[src/rtl/core/nlt_pkg.sv]
// shared constants, types and codes for the node liveness tracker
package nlt_pkg;

  // node table size and derived index width
  localparam int NODES  = 16;
  localparam int NODE_W = (NODES > 1) ? $clog2(NODES) : 1;

  // field widths
  localparam int ADDR_W  = 5;
  localparam int IDX_W   = 5;
  localparam int STATE_W = 2;
  localparam int POS_W   = 4;
  localparam int AGE_W   = 8;
  localparam int THR_W   = 8;

  // apb port
  localparam int APB_AW = 3;
  localparam int APB_DW = 32;

  // register indexes, decoded from paddr[2]
  localparam logic REG_OFFLINE = 1'b0;
  localparam logic REG_CLOSED  = 1'b1;

  // reset values
  localparam logic [THR_W-1:0] OFFLINE_THR_RESET = THR_W'(10);
  localparam logic [THR_W-1:0] CLOSED_THR_RESET  = THR_W'(20);
  localparam logic [AGE_W-1:0] AGE_RESET         = AGE_W'(21);
  localparam logic [AGE_W-1:0] AGE_MAX           = {AGE_W{1'b1}};

  // command queue between front and back
  localparam int QUEUE_DEPTH = 2;
  localparam int QPTR_W      = (QUEUE_DEPTH > 1) ? $clog2(QUEUE_DEPTH) : 1;
  localparam int QCNT_W      = $clog2(QUEUE_DEPTH + 1);

  // node status codes
  typedef enum logic [STATE_W-1:0] {
    ST_RUNNING = 2'd0,
    ST_OFFLINE = 2'd1,
    ST_CLOSED  = 2'd2
  } node_st_t;

  // classified packet handed from front to back
  typedef struct packed {
    logic              bad;
    logic              hit;
    logic [NODE_W-1:0] target;
  } cmd_t;

  // threshold settings
  typedef struct packed {
    logic [THR_W-1:0] offline;
    logic [THR_W-1:0] closed;
  } thr_t;

  // queue status toward the back end
  typedef struct packed {
    logic empty;
    logic full;
  } q_stat_t;

endpackage

[src/rtl/core/nlt_front.sv]
// front end: takes packets and classifies their addresses into commands
module nlt_front (
  input  logic                      in_valid,
  output logic                      in_stall,
  input  logic [nlt_pkg::ADDR_W-1:0] in_node_address,
  input  logic                      q_full,
  output logic                      push,
  output nlt_pkg::cmd_t             push_cmd
);
  import nlt_pkg::*;

  logic bad;
  logic nonzero;

  // address zero is ignored, anything above the table is flagged
  assign bad     = in_node_address > ADDR_W'(NODES);
  assign nonzero = in_node_address != '0;

  always_comb begin
    push_cmd.bad    = bad;
    push_cmd.hit    = nonzero && !bad;
    push_cmd.target = NODE_W'(in_node_address - ADDR_W'(1));
  end

  // handshake toward the queue
  assign in_stall = q_full;
  assign push     = in_valid && !q_full;

endmodule

[src/rtl/core/nlt_queue.sv]
// short command queue decoupling the front end from the sweep engine
module nlt_queue (
  input  logic            clk,
  input  logic            rst_n,
  input  logic            push,
  input  nlt_pkg::cmd_t   push_cmd,
  input  logic            pop,
  output nlt_pkg::cmd_t   head_cmd,
  output nlt_pkg::q_stat_t stat
);
  import nlt_pkg::*;

  cmd_t              mem_r [QUEUE_DEPTH];
  logic [QPTR_W-1:0] wr_ptr_r, wr_ptr_nxt;
  logic [QPTR_W-1:0] rd_ptr_r, rd_ptr_nxt;
  logic [QCNT_W-1:0] cnt_r, cnt_nxt;

  // pointer wrap
  function automatic logic [QPTR_W-1:0] ptr_inc(input logic [QPTR_W-1:0] p);
    ptr_inc = (p == QPTR_W'(QUEUE_DEPTH - 1)) ? '0 : p + QPTR_W'(1);
  endfunction

  assign stat.empty = cnt_r == '0;
  assign stat.full  = cnt_r == QCNT_W'(QUEUE_DEPTH);
  assign head_cmd   = mem_r[rd_ptr_r];

  // pointer and count update
  always_comb begin
    wr_ptr_nxt = push ? ptr_inc(wr_ptr_r) : wr_ptr_r;
    rd_ptr_nxt = pop ? ptr_inc(rd_ptr_r) : rd_ptr_r;
    cnt_nxt    = cnt_r;
    if (push && !pop) begin
      cnt_nxt = cnt_r + QCNT_W'(1);
    end else if (pop && !push) begin
      cnt_nxt = cnt_r - QCNT_W'(1);
    end
  end

  always_ff @(posedge clk) begin
    if (!rst_n) begin
      wr_ptr_r <= '0;
      rd_ptr_r <= '0;
      cnt_r    <= '0;
    end else begin
      wr_ptr_r <= wr_ptr_nxt;
      rd_ptr_r <= rd_ptr_nxt;
      cnt_r    <= cnt_nxt;
    end
  end

  // storage
  always_ff @(posedge clk) begin
    if (push) begin
      mem_r[wr_ptr_r] <= push_cmd;
    end
  end

`ifndef NO_ASSERTIONS
  a_no_overflow: assert property (@(posedge clk) disable iff (!rst_n)
    push |-> (!stat.full || pop))
    else $error("queue written while full");
  a_no_underflow: assert property (@(posedge clk) disable iff (!rst_n)
    pop |-> !stat.empty)
    else $error("queue read while empty");
  a_cnt_bound: assert property (@(posedge clk) disable iff (!rst_n)
    cnt_r <= QCNT_W'(QUEUE_DEPTH))
    else $error("queue count out of range");
`endif

endmodule

[src/rtl/core/nlt_back.sv]
// sweep engine: ages, clears and classifies one node per cycle unless out_stall holds it, with output register
module nlt_back (
  input  logic                        clk,
  input  logic                        rst_n,
  input  nlt_pkg::thr_t               thr,
  input  nlt_pkg::cmd_t               head_cmd,
  input  nlt_pkg::q_stat_t            q_stat,
  output logic                        pop,
  output logic                        out_valid,
  input  logic                        out_stall,
  output logic [nlt_pkg::IDX_W-1:0]   out_node_index,
  output logic [nlt_pkg::STATE_W-1:0] out_node_state,
  output logic [nlt_pkg::POS_W-1:0]   out_active_position,
  output logic [nlt_pkg::AGE_W-1:0]   out_node_age,
  output logic                        out_bad_address,
  output logic                        out_last_node
);
  import nlt_pkg::*;

  typedef enum logic [0:0] {
    S_IDLE,
    S_SWEEP
  } fsm_t;

  fsm_t              fsm_r;
  cmd_t              cmd_r;
  logic [NODE_W-1:0] node_r;
  logic [POS_W-1:0]  act_r;
  logic              out_valid_r;
  logic [IDX_W-1:0]  idx_r;
  node_st_t          state_r;
  logic [POS_W-1:0]  pos_r;
  logic [AGE_W-1:0]  age_out_r;
  logic              bad_r;
  logic              last_r;

  logic [AGE_W-1:0]  ages_r  [NODES];
  node_st_t          states_r[NODES];

  logic [AGE_W-1:0]  cur_age;
  node_st_t          cur_st;
  logic [AGE_W-1:0]  inc_age;
  logic [AGE_W-1:0]  new_age;
  node_st_t          new_st;
  logic [POS_W-1:0]  new_pos;
  logic              is_last;
  logic              adv;

  // pull the next command when idle
  assign pop = (fsm_r == S_IDLE) && !q_stat.empty;

  // advance one node when the output register is free or being taken
  assign adv = (fsm_r == S_SWEEP) && (!out_valid_r || !out_stall);

  assign is_last = node_r == NODE_W'(NODES - 1);

  // per-node update: age, clear on hit, classify
  always_comb begin
    cur_age = ages_r[node_r];
    cur_st  = states_r[node_r];
    inc_age = ((cur_st != ST_CLOSED) && (cur_age != AGE_MAX)) ?
              cur_age + AGE_W'(1) : cur_age;
    new_age = (cmd_r.hit && (cmd_r.target == node_r)) ? '0 : inc_age;
    new_pos = '0;
    if (new_age > thr.closed) begin
      new_st = ST_CLOSED;
    end else if (new_age > thr.offline) begin
      new_st = ST_OFFLINE;
    end else begin
      new_st  = ST_RUNNING;
      new_pos = act_r;
    end
  end

  // sequencer and output register
  always_ff @(posedge clk) begin
    if (!rst_n) begin
      fsm_r       <= S_IDLE;
      node_r      <= '0;
      act_r       <= '0;
      out_valid_r <= 1'b0;
    end else begin
      // result valid: set on each node, cleared once taken
      if (adv) begin
        out_valid_r <= 1'b1;
      end else if (out_valid_r && !out_stall) begin
        out_valid_r <= 1'b0;
      end
      unique case (fsm_r)
        S_IDLE: begin
          if (pop) begin
            cmd_r  <= head_cmd;
            node_r <= '0;
            act_r  <= '0;
            fsm_r  <= S_SWEEP;
          end
        end
        S_SWEEP: begin
          if (adv) begin
            idx_r       <= IDX_W'(node_r) + IDX_W'(1);
            state_r     <= new_st;
            pos_r       <= new_pos;
            age_out_r   <= new_age;
            bad_r       <= cmd_r.bad;
            last_r      <= is_last;
            if (new_st == ST_RUNNING) begin
              act_r <= act_r + POS_W'(1);
            end
            if (is_last) begin
              fsm_r <= S_IDLE;
            end else begin
              node_r <= node_r + NODE_W'(1);
            end
          end
        end
        default: fsm_r <= S_IDLE;
      endcase
    end
  end

  // node table
  always_ff @(posedge clk) begin
    if (!rst_n) begin
      for (int i = 0; i < NODES; i++) begin
        ages_r[i]   <= AGE_RESET;
        states_r[i] <= ST_CLOSED;
      end
    end else if (adv) begin
      ages_r[node_r]   <= new_age;
      states_r[node_r] <= new_st;
    end
  end

  assign out_valid           = out_valid_r;
  assign out_node_index      = idx_r;
  assign out_node_state      = state_r;
  assign out_active_position = pos_r;
  assign out_node_age        = age_out_r;
  assign out_bad_address     = bad_r;
  assign out_last_node       = last_r;

`ifndef NO_ASSERTIONS
  a_pop_only_idle: assert property (@(posedge clk) disable iff (!rst_n)
    pop |=> (fsm_r == S_SWEEP) && (node_r == '0))
    else $error("sweep did not start at first node");
  a_last_ends_sweep: assert property (@(posedge clk) disable iff (!rst_n)
    (adv && is_last) |=> (fsm_r == S_IDLE) && out_valid_r && last_r)
    else $error("last node did not close the sweep");
  a_no_overwrite: assert property (@(posedge clk) disable iff (!rst_n)
    (out_valid_r && out_stall) |-> !adv)
    else $error("result overwritten while stalled");
`endif

endmodule

[src/rtl/core/node_liveness_tracker.sv]
// node liveness tracker top level: config registers, front end, queue, sweep engine
//
//  channel  direction  handshake                     payload
//  in       input      in_valid / in_stall           in_node_address
//  out      output     out_valid / out_stall         index, state, position, age, bad, last
//  cfg      input      psel penable pwrite pready    paddr, pwdata, prdata
//
//  each packet produces NODES results, one per cycle while out_stall is low, once the
//  idle back end fetches it from the queue; the next packet waits for the sweep to end.
//  rst_n is synchronous: ages reset to 21, all nodes closed, thresholds 10 and 20.
//  a stalled output holds the sweep; the two-entry queue keeps taking packets until full.
module node_liveness_tracker (
  input  logic                        clk,
  input  logic                        rst_n,
  input  logic                        in_valid,
  output logic                        in_stall,
  input  logic [nlt_pkg::ADDR_W-1:0]  in_node_address,
  output logic                        out_valid,
  input  logic                        out_stall,
  output logic [nlt_pkg::IDX_W-1:0]   out_node_index,
  output logic [nlt_pkg::STATE_W-1:0] out_node_state,
  output logic [nlt_pkg::POS_W-1:0]   out_active_position,
  output logic [nlt_pkg::AGE_W-1:0]   out_node_age,
  output logic                        out_bad_address,
  output logic                        out_last_node,
  input  logic                        psel,
  input  logic                        penable,
  input  logic                        pwrite,
  input  logic [nlt_pkg::APB_AW-1:0]  paddr,
  input  logic [nlt_pkg::APB_DW-1:0]  pwdata,
  output logic [nlt_pkg::APB_DW-1:0]  prdata,
  output logic                        pready
);
  import nlt_pkg::*;

  thr_t    thr_r;
  logic    wr_en;
  logic    push;
  cmd_t    push_cmd;
  logic    pop;
  cmd_t    head_cmd;
  q_stat_t q_stat;

  // config registers
  assign pready = 1'b1;
  assign wr_en  = psel && penable && pwrite && pready;

  always_ff @(posedge clk) begin
    if (!rst_n) begin
      thr_r.offline <= OFFLINE_THR_RESET;
      thr_r.closed  <= CLOSED_THR_RESET;
    end else if (wr_en) begin
      unique case (paddr[2])
        REG_OFFLINE: thr_r.offline <= pwdata[THR_W-1:0];
        REG_CLOSED:  thr_r.closed  <= pwdata[THR_W-1:0];
        default:     ;
      endcase
    end
  end

  // register readback
  always_comb begin
    unique case (paddr[2])
      REG_OFFLINE: prdata = APB_DW'(thr_r.offline);
      REG_CLOSED:  prdata = APB_DW'(thr_r.closed);
      default:     prdata = '0;
    endcase
  end

  nlt_front u_front (
    .in_valid        (in_valid),
    .in_stall        (in_stall),
    .in_node_address (in_node_address),
    .q_full          (q_stat.full),
    .push            (push),
    .push_cmd        (push_cmd)
  );

  nlt_queue u_queue (
    .clk      (clk),
    .rst_n    (rst_n),
    .push     (push),
    .push_cmd (push_cmd),
    .pop      (pop),
    .head_cmd (head_cmd),
    .stat     (q_stat)
  );

  nlt_back u_back (
    .clk                 (clk),
    .rst_n               (rst_n),
    .thr                 (thr_r),
    .head_cmd            (head_cmd),
    .q_stat              (q_stat),
    .pop                 (pop),
    .out_valid           (out_valid),
    .out_stall           (out_stall),
    .out_node_index      (out_node_index),
    .out_node_state      (out_node_state),
    .out_active_position (out_active_position),
    .out_node_age        (out_node_age),
    .out_bad_address     (out_bad_address),
    .out_last_node       (out_last_node)
  );

endmodule
[config.mk]
export PLATFORM = sky130hd
export DESIGN_NAME = node_liveness_tracker
export DESIGN_NICKNAME = d
export VERILOG_FILES = /design/src/rtl/core/nlt_pkg.sv /design/src/rtl/core/nlt_front.sv /design/src/rtl/core/nlt_queue.sv /design/src/rtl/core/nlt_back.sv /design/src/rtl/core/node_liveness_tracker.sv
export SDC_FILE = /design/constraint.sdc
export NUM_CORES = 1
export LEC_CHECK = 0
export BUFFER_PORTS_ARGS = -buffer_cell sky130_fd_sc_hd__buf_4
export CAP_MARGIN = 20
export CORE_MARGIN = 4
export CORE_UTILIZATION = 55
export DETAILED_ROUTE_END_ITERATION = 16
export PLACE_DENSITY = 0.75
export SETUP_SLACK_MARGIN = 0.5
export SKIP_LAST_GASP = 1
export SLEW_MARGIN = 25
export SYNTH_ARGS = -nofsm -noshare
export SYNTH_HDL_FRONTEND = slang
export SYNTH_SLANG_ARGS = --single-unit
export TNS_END_PERCENT = 5
[constraint.sdc]
create_clock -name clk -period 13.1 [get_ports clk]
set_input_delay 1.31 -clock clk [delete_from_list [all_inputs] [get_ports clk]]
set_output_delay 1.31 -clock clk [all_outputs]
set_load 0.005 [all_outputs]
Word-level counts from Yosys, hierarchy flattened
Memories as Yosys holds them, arrays and structs flattened. A register that Yosys moved wholly into a read port is not among the register bits.
Index checks and enable logic that the tools add are counted.
Widths: inputs -> output; s select.
- add/subtract/negate cells: 9
- equal/unequal tests: 9
- muxes and demuxes: 38
- bitwise operators: 2
- reduce and logical (&&, ||, !) cells: 33
- magnitude comparators: 3
- operator list (kind ; number):
    $pmux 32 s2 ; 1
    $mux 4 ; 11
    $mux 8 ; 3
    $gt 8x8->1 ; 2
    $mux 1 ; 16
    $pmux 4 s2 ; 2
    $reduce_and 3->1 ; 4
    $logic_and 1x1->1 ; 11
    $ne 2x2->1 const B ; 5
    $add 4x1->4 const B ; 2
    $add 8x1->8 const B ; 1
    $mux 2 ; 4
    $ne 8x8->1 const B ; 1
    $reduce_or 8->1 ; 1
    $logic_not 1->1 ; 7
    $add 4x1->5 const B ; 1
    $gt 5x5->1 const B ; 1
    $reduce_bool 5->1 ; 1
    $eq 4x4->1 ; 1
    $eq 4x4->1 const B ; 1
    $logic_not 2->1 ; 2
    $reduce_and 2->1 ; 2
    $reduce_bool 2->1 ; 2
    $reduce_or 2->1 ; 2
    8 further kinds ; 10
- bits in writable memories: 172
- logic and storage cells: 112
- flip-flop bits (word level): 51
- output and inout port bits: 56
- input port bits: 47
- memories: 3
- memories (memory ; depth ; bits a word ; rd ports ; clocked after Yosys merged registers in ; wr ports ; line ; source):
    u_back.ages_r ; 16 ; 8 ; 1 ; 1 ; 16 ; nlt_back.sv:37 ; logic [AGE_W-1:0] ages_r [NODES];
    u_back.states_r ; 16 ; 2 ; 1 ; 1 ; 16 ; nlt_back.sv:38 ; node_st_t states_r[NODES];
    u_queue.mem_r ; 2 ; 6 ; 1 ; 1 ; 1 ; nlt_queue.sv:13 ; cmd_t mem_r [QUEUE_DEPTH];

Longest topological paths before layout
- depth after elaboration: 11
- depth in mapped cells: 24
- depth with buffers taken out: 19

Hierarchy
From an unflattened synthesis, not the netlist that was laid out.
- cells, all modules: 916
- area, all modules: 11338.4 um2
- modules (own cells, without submodules) (module ; cells an instance ; seq. area each (um2) ; area each (um2) ; times used):
    nlt_back ; 758 ; 5865.6 ; 9629.2 ; 1
    node_liveness_tracker ; 104 ; 320.3 ; 965.9 ; 1
    nlt_queue ; 41 ; 460.4 ; 650.6 ; 1
    nlt_front ; 13 ; 0.0 ; 92.6 ; 1

Least setup slack after synthesis
No wires, ideal clock.
- path type: register to register
- start point: register with a tool-made name
- end point: register u_back.act_r[0]
- slack: 7.896 ns
- data required time: 13.030 ns
- buffers on the path: 5
- stages on the path, launching flop included: 24
- period minus slack after synthesis: 5.204 ns
- setup time: 0.070 ns
- arrival time: 5.134 ns
- cell sequence: dfxtp_1 -> buf_6 -> buf_12 -> buf_8 -> buf_2 -> mux4_2 -> a32oi_1 -> nand2_1 -> ha_1 -> and2_0 -> a32o_1 -> a31oi_2 -> mux2i_2 -> buf_2 -> nor2_1 -> ha_1 -> nor2b_1 -> o21a_1 -> o21ai_0 -> a21oi_1 -> o22ai_1 -> inv_1 -> or4_1 -> a21oi_1
- RTL lines (what ; line ; source):
    end signal, assigned ; nlt_back.sv:107 ; act_r <= act_r + POS_W'(1);
    end, declared ; nlt_back.sv:28 ; logic [POS_W-1:0] act_r;

==> run summary <==
The run gives 19600 um2 as the area of the core. After detailed routing, the average wire length per cell comes to 18.9 um. The post-route netlist has 15.0% of its cells at a drive strength greater than 1.

Post-CTS repair changed the size of 0 cells. The portion of the post-synthesis area used by sequential elements is 60.2%, and the number of nets in the layout is 1034. The final count of pins violating max slew is 0, and the number of detailed-route iterations in the first pass is 5. For this run, the number of Yosys warnings is 0. The peak supply drop was 0.129 mV; the achievable frequency was 0.152 GHz. The tools report the total routed wirelength as 23.6 mm.

The proportion of register bits with asynchronous set or reset after synthesis is 0%, and the cell count of the worst reg-to-reg path is 19. Of the post-synthesis cell area, the dominant cell type holds 54.0%. The placed wire-length estimate after detailed placement was 15.7 mm. The logs give 62.3% for the utilization of the core after routing and 68 for the post-synthesis cell type count.

The depth of the worst hold-timing path was 0. Entering global routing, the biggest net connects 53 pins. The run finished with clean final reports. The logs give 1553 for the number of filler instances in the final layout and 7063 for the number of global-route vias before repair.

The combined flip-flop and latch cell area was 6630 um2; the first-pass GRT wire length was 37.8 mm. The later pin in the worst-skew pair is clocked with a latency of 0.52 ns. The path with the worst hold slack has its endpoint at u_back.out_bad_address$_DFFE_PP_. For the remaining global-route overflow, the log shows 0. The class of the tightest hold or removal check is flop to flop. Buffers placed on the I/O ports in this run total 51. Across all register-to-register paths, the minimum setup slack is 6.51 ns.

The quantity of hold-fixing buffers added after cts is 0, and the delay of the slowest critical-path stage is 0.67 ns. The initial antenna violation count is 0. In the final timing run, aggregate negative setup slack is 0 ns. The repair_antennas step left the layout with diodes totalling 0. The endpoint class of the critical path was a flop. By area the synthesized netlist is led by sky130_fd_sc_hd__edfxtp_1 54%, sky130_fd_sc_hd__dfxtp_1 6.2%, sky130_fd_sc_hd__nand2_1 4.7%, sky130_fd_sc_hd__nor2_1 4.2%, sky130_fd_sc_hd__mux4_2 3.3%. The critical-path cell with the highest stage delay is sky130_fd_sc_hd__mux2i_4. Summed over all cells, the static leakage comes to 4.16 nW. The tools report the synthesized cell area as 11000 um2. The first routing iteration left 720 violations. For the finished layout, the period the worst path requires is 6.59 ns. The highest layer used for signal routing was met4. The total vias in the final route came out at 7189. The area of combinational cells with multiple inputs came out at 3880 um2. The critical setup path kind is flop to flop. Global routing consumed, over all layers together, 21.4% of the routing resources. Dividing the synthesized area by the synthesized cell count gives 11.9 um2. In the routed design, unresolved DRC markers number 0. Relative slew slack: 42.6%. TritonCTS created 24 clock buffers.

Synthesis inferred 232 register bits. Synthesis produced a netlist whose cell count is 924. Along the worst path, the maximum fanout reaches 52. In this design, the largest share of critical-path delay is due to compound AO/OA/AOI/OAI gates. At the worst endpoint, the arrival time is 6.93 ns.

The die is 150 um wide. The share of the clock period used by the worst path was 50.3%. The height of the die is 150 um, and the sum of met3 wire segment lengths after detailed routing is 1.87 mm. For this design the ratio of total power to cell area is 176 nW/um2.

At the end of routability-driven placement, the weighted congestion stood at 0.867. The clock sink count was 232. The combined buffer and inverter count along the critical path was 1.

Relative to the synthesized area, the layout overhead comes to 10.8%. In this run the remaining antenna-violating nets after routing total 0. 103 I/O pins were placed. The critical path goes through buf_4 -> mux4_2 -> and2_1 -> o21ai_0 -> nand2_1 -> ha_1 -> and2_0 -> a32o_1 -> a31oi_2 -> mux2i_4 -> nor2_1 -> ha_1 -> nor2b_1 -> o21a_1 -> o21ai_0 -> a21oi_1 -> o22ai_4 -> nand2_1 -> nor2_1.

The final hold violation count is 0, and the via count normalized by instance count is 5.77. The setup violation total in the final timing report was 0. The endpoint identified for the worst register-to-register timing path is u_back.states_r[3][0]$_SDFFCE_PN0P_.

Between clock sinks in the finished design, the worst skew comes to 0.0171 ns. The synthesized design spends more area on one cell type than any other, namely sky130_fd_sc_hd__edfxtp_1. The die footprint was 22400 um2; the number of enable flip-flop cells after synthesis was 198. Across the run, the number of max-cap violations was 0. After floorplanning, the core was divided into 51 placement rows.

TritonCTS built the clock tree. Summed over all nets, wire length on met2 after detailed routing comes to 11.4 mm. The startpoint identified for the worst hold timing path is u_back.cmd_r[5]$_DFFE_PP_. The maximum number of buffers from clock root to sink came out at 3. Setup repair after global routing left no endpoint under its margin. The effective utilization at floorplan is 56.2%, and the register clock-pin slew on the reported worst setup and hold paths is 0.06 ns. After clock tree synthesis, the setup repair step added 0 buffers. The tools report the startpoint type of the worst setup path as a flop. The routed metal-1 wire length was 9.80 mm; the measured slew at the worst slew-check pin was 0.861 ns. The cell sitting at the root of the clock tree is a sky130_fd_sc_hd__clkbuf_16. For the worst setup path, the data required time is 13.45 ns. The maximum level of the CTS H-tree came out at 1.

For this run, the leading register cell type out of synthesis is sky130_fd_sc_hd__edfxtp_1.
-- layout by cell type, fill, tap and decap left out, drive strengths merged, types with 3 or more instances in the layout --
cell type  count
a2111oi        3
a221oi        12
ha            25
conb          25
mux2i         21
a22oi          3
clkinv        10
and3          10
mux4          24
nor2         123
inv           38
buf           62
nor3           8
clkbuf        33
nand3         24
mux2          14
o21ai         33
a21oi         45
nand2b         7
xor2           9
dfxtp         34
nand2        138
o22ai          6
xnor2          4
clkinvlp       3
nor2b          9
nand4         12
edfxtp       198
o211ai         7
or3            4
a21o           5
-- metal layers --
metal  track usage, %  vias to the layer above
met5                0                        -
met4             6.09                        0
met3             3.03                       46
met2             35.0                      316
met1             30.3                     3452
li1                 -                     3375
-- metrics by stage --
step	hold WS (ns)	setup WS (ns)	total power, mW	area (um2)	cells
final	0.432	6.51	2.14	12200	1245
after global routing	0.445	6.11	2.25	12200	1245
after CTS	0.436	6.18	2.14	12200	1244
after detailed placement	0.422	6.24	1.51	11400	1200
after global placement	0.403	5.96	1.50	11400	1200
after floorplan	0.400	7.90	1.35	11100	947
-- state kept, by name (all words and copies together) (netlist names), 4 cells and up, named ones only --
name and cells:
u_back.states_r 32, u_back.out_active_position 4, u_back.node_r 4, u_back.out_node_age 8, u_back.ages_r 128, u_back.cmd_r 6, u_back.out_node_index 4, u_back.act_r 4
thr_r 16, u_queue.mem_r 12
-- synthesized netlist by cell type (3+ instances only) --
library cell and count:
sky130_fd_sc_hd__nand2_1 138, sky130_fd_sc_hd__and3_1 10, sky130_fd_sc_hd__o21ai_0 28, sky130_fd_sc_hd__o21ai_1 5, sky130_fd_sc_hd__buf_6 3, sky130_fd_sc_hd__buf_4 28
sky130_fd_sc_hd__dfxtp_1 34, sky130_fd_sc_hd__clkbuf_1 24, sky130_fd_sc_hd__a221oi_1 12, sky130_fd_sc_hd__o211ai_1 6, sky130_fd_sc_hd__xnor2_1 3, sky130_fd_sc_hd__buf_2 11
sky130_fd_sc_hd__mux2_2 13, sky130_fd_sc_hd__or3_1 4, sky130_fd_sc_hd__mux4_1 8, sky130_fd_sc_hd__nand4_1 12, sky130_fd_sc_hd__o22ai_1 6, sky130_fd_sc_hd__nor2b_1 9
sky130_fd_sc_hd__a22oi_1 3, sky130_fd_sc_hd__buf_1 3, sky130_fd_sc_hd__nand2b_1 7, sky130_fd_sc_hd__a21oi_2 10, sky130_fd_sc_hd__nor3_1 8, sky130_fd_sc_hd__ha_1 25
sky130_fd_sc_hd__mux4_2 16, sky130_fd_sc_hd__inv_1 38, sky130_fd_sc_hd__mux2i_1 19, sky130_fd_sc_hd__a21o_1 5, sky130_fd_sc_hd__xor2_1 9, sky130_fd_sc_hd__nor2_1 123
sky130_fd_sc_hd__edfxtp_1 198, sky130_fd_sc_hd__nand3_1 24, sky130_fd_sc_hd__a21oi_1 35
-- where the power goes --
group / switching (mW) / total (mW) / internal [mW]
clock: 0.276 / 0.631 / 0.355
sequential: 0.0242 / 0.891 / 0.867
combinational: 0.417 / 0.622 / 0.205
total: 0.717 / 2.14 / 1.43
-- area by class of cell --
| class | instances | share of cell area (%) |
|---|---|---|
| repair buffers | 62 | 3.98 |
| flip-flops and latches | 232 | 54.3 |
| inverters | 40 | 1.23 |
| multi-input cells | 602 | 31.8 |
| clock buffers | 33 | 5.46 |
| well taps | 265 | 2.72 |
| clock inverters | 11 | 0.451 |
-- worst max-delay path by stage --
stage / startpoint / end / depth (start not counted)
final: flop / u_back.states_r[3][0]$_SDFFCE_PN0P_ / 19
after global routing: flop / u_back.states_r[13][0]$_SDFFCE_PN0P_ / 19
after CTS: flop / u_back.states_r[3][0]$_SDFFCE_PN0P_ / 18
after detailed placement: flop / u_back.states_r[15][0]$_SDFFCE_PN0P_ / 18
after global placement: flop / u_back.states_r[9][0]$_SDFFCE_PN0P_ / 19
after floorplan: flop / u_back.act_r[0]$_SDFFE_PN0P_ / 23
-- kinds of logic (layout without fill, tap and decap cells) --
kind of cell             count (synthesis)  in the layout  synth area share [%]
adder cells (fa/ha/maj)                 25             25                  2.84
XOR/XNOR                                13             13                  1.10
multiplexers                            59             59                  8.62
AND/OR/NAND/NOR                        347            347                  13.5
other                                    2             25                0.0682
buffers and inverters                  113            146                  5.64
AO/OA/AOI/OAI                          133            133                  8.06
flip-flops                             232            232                  60.2
No activity file was read; power rests on OpenSTA's default activity.
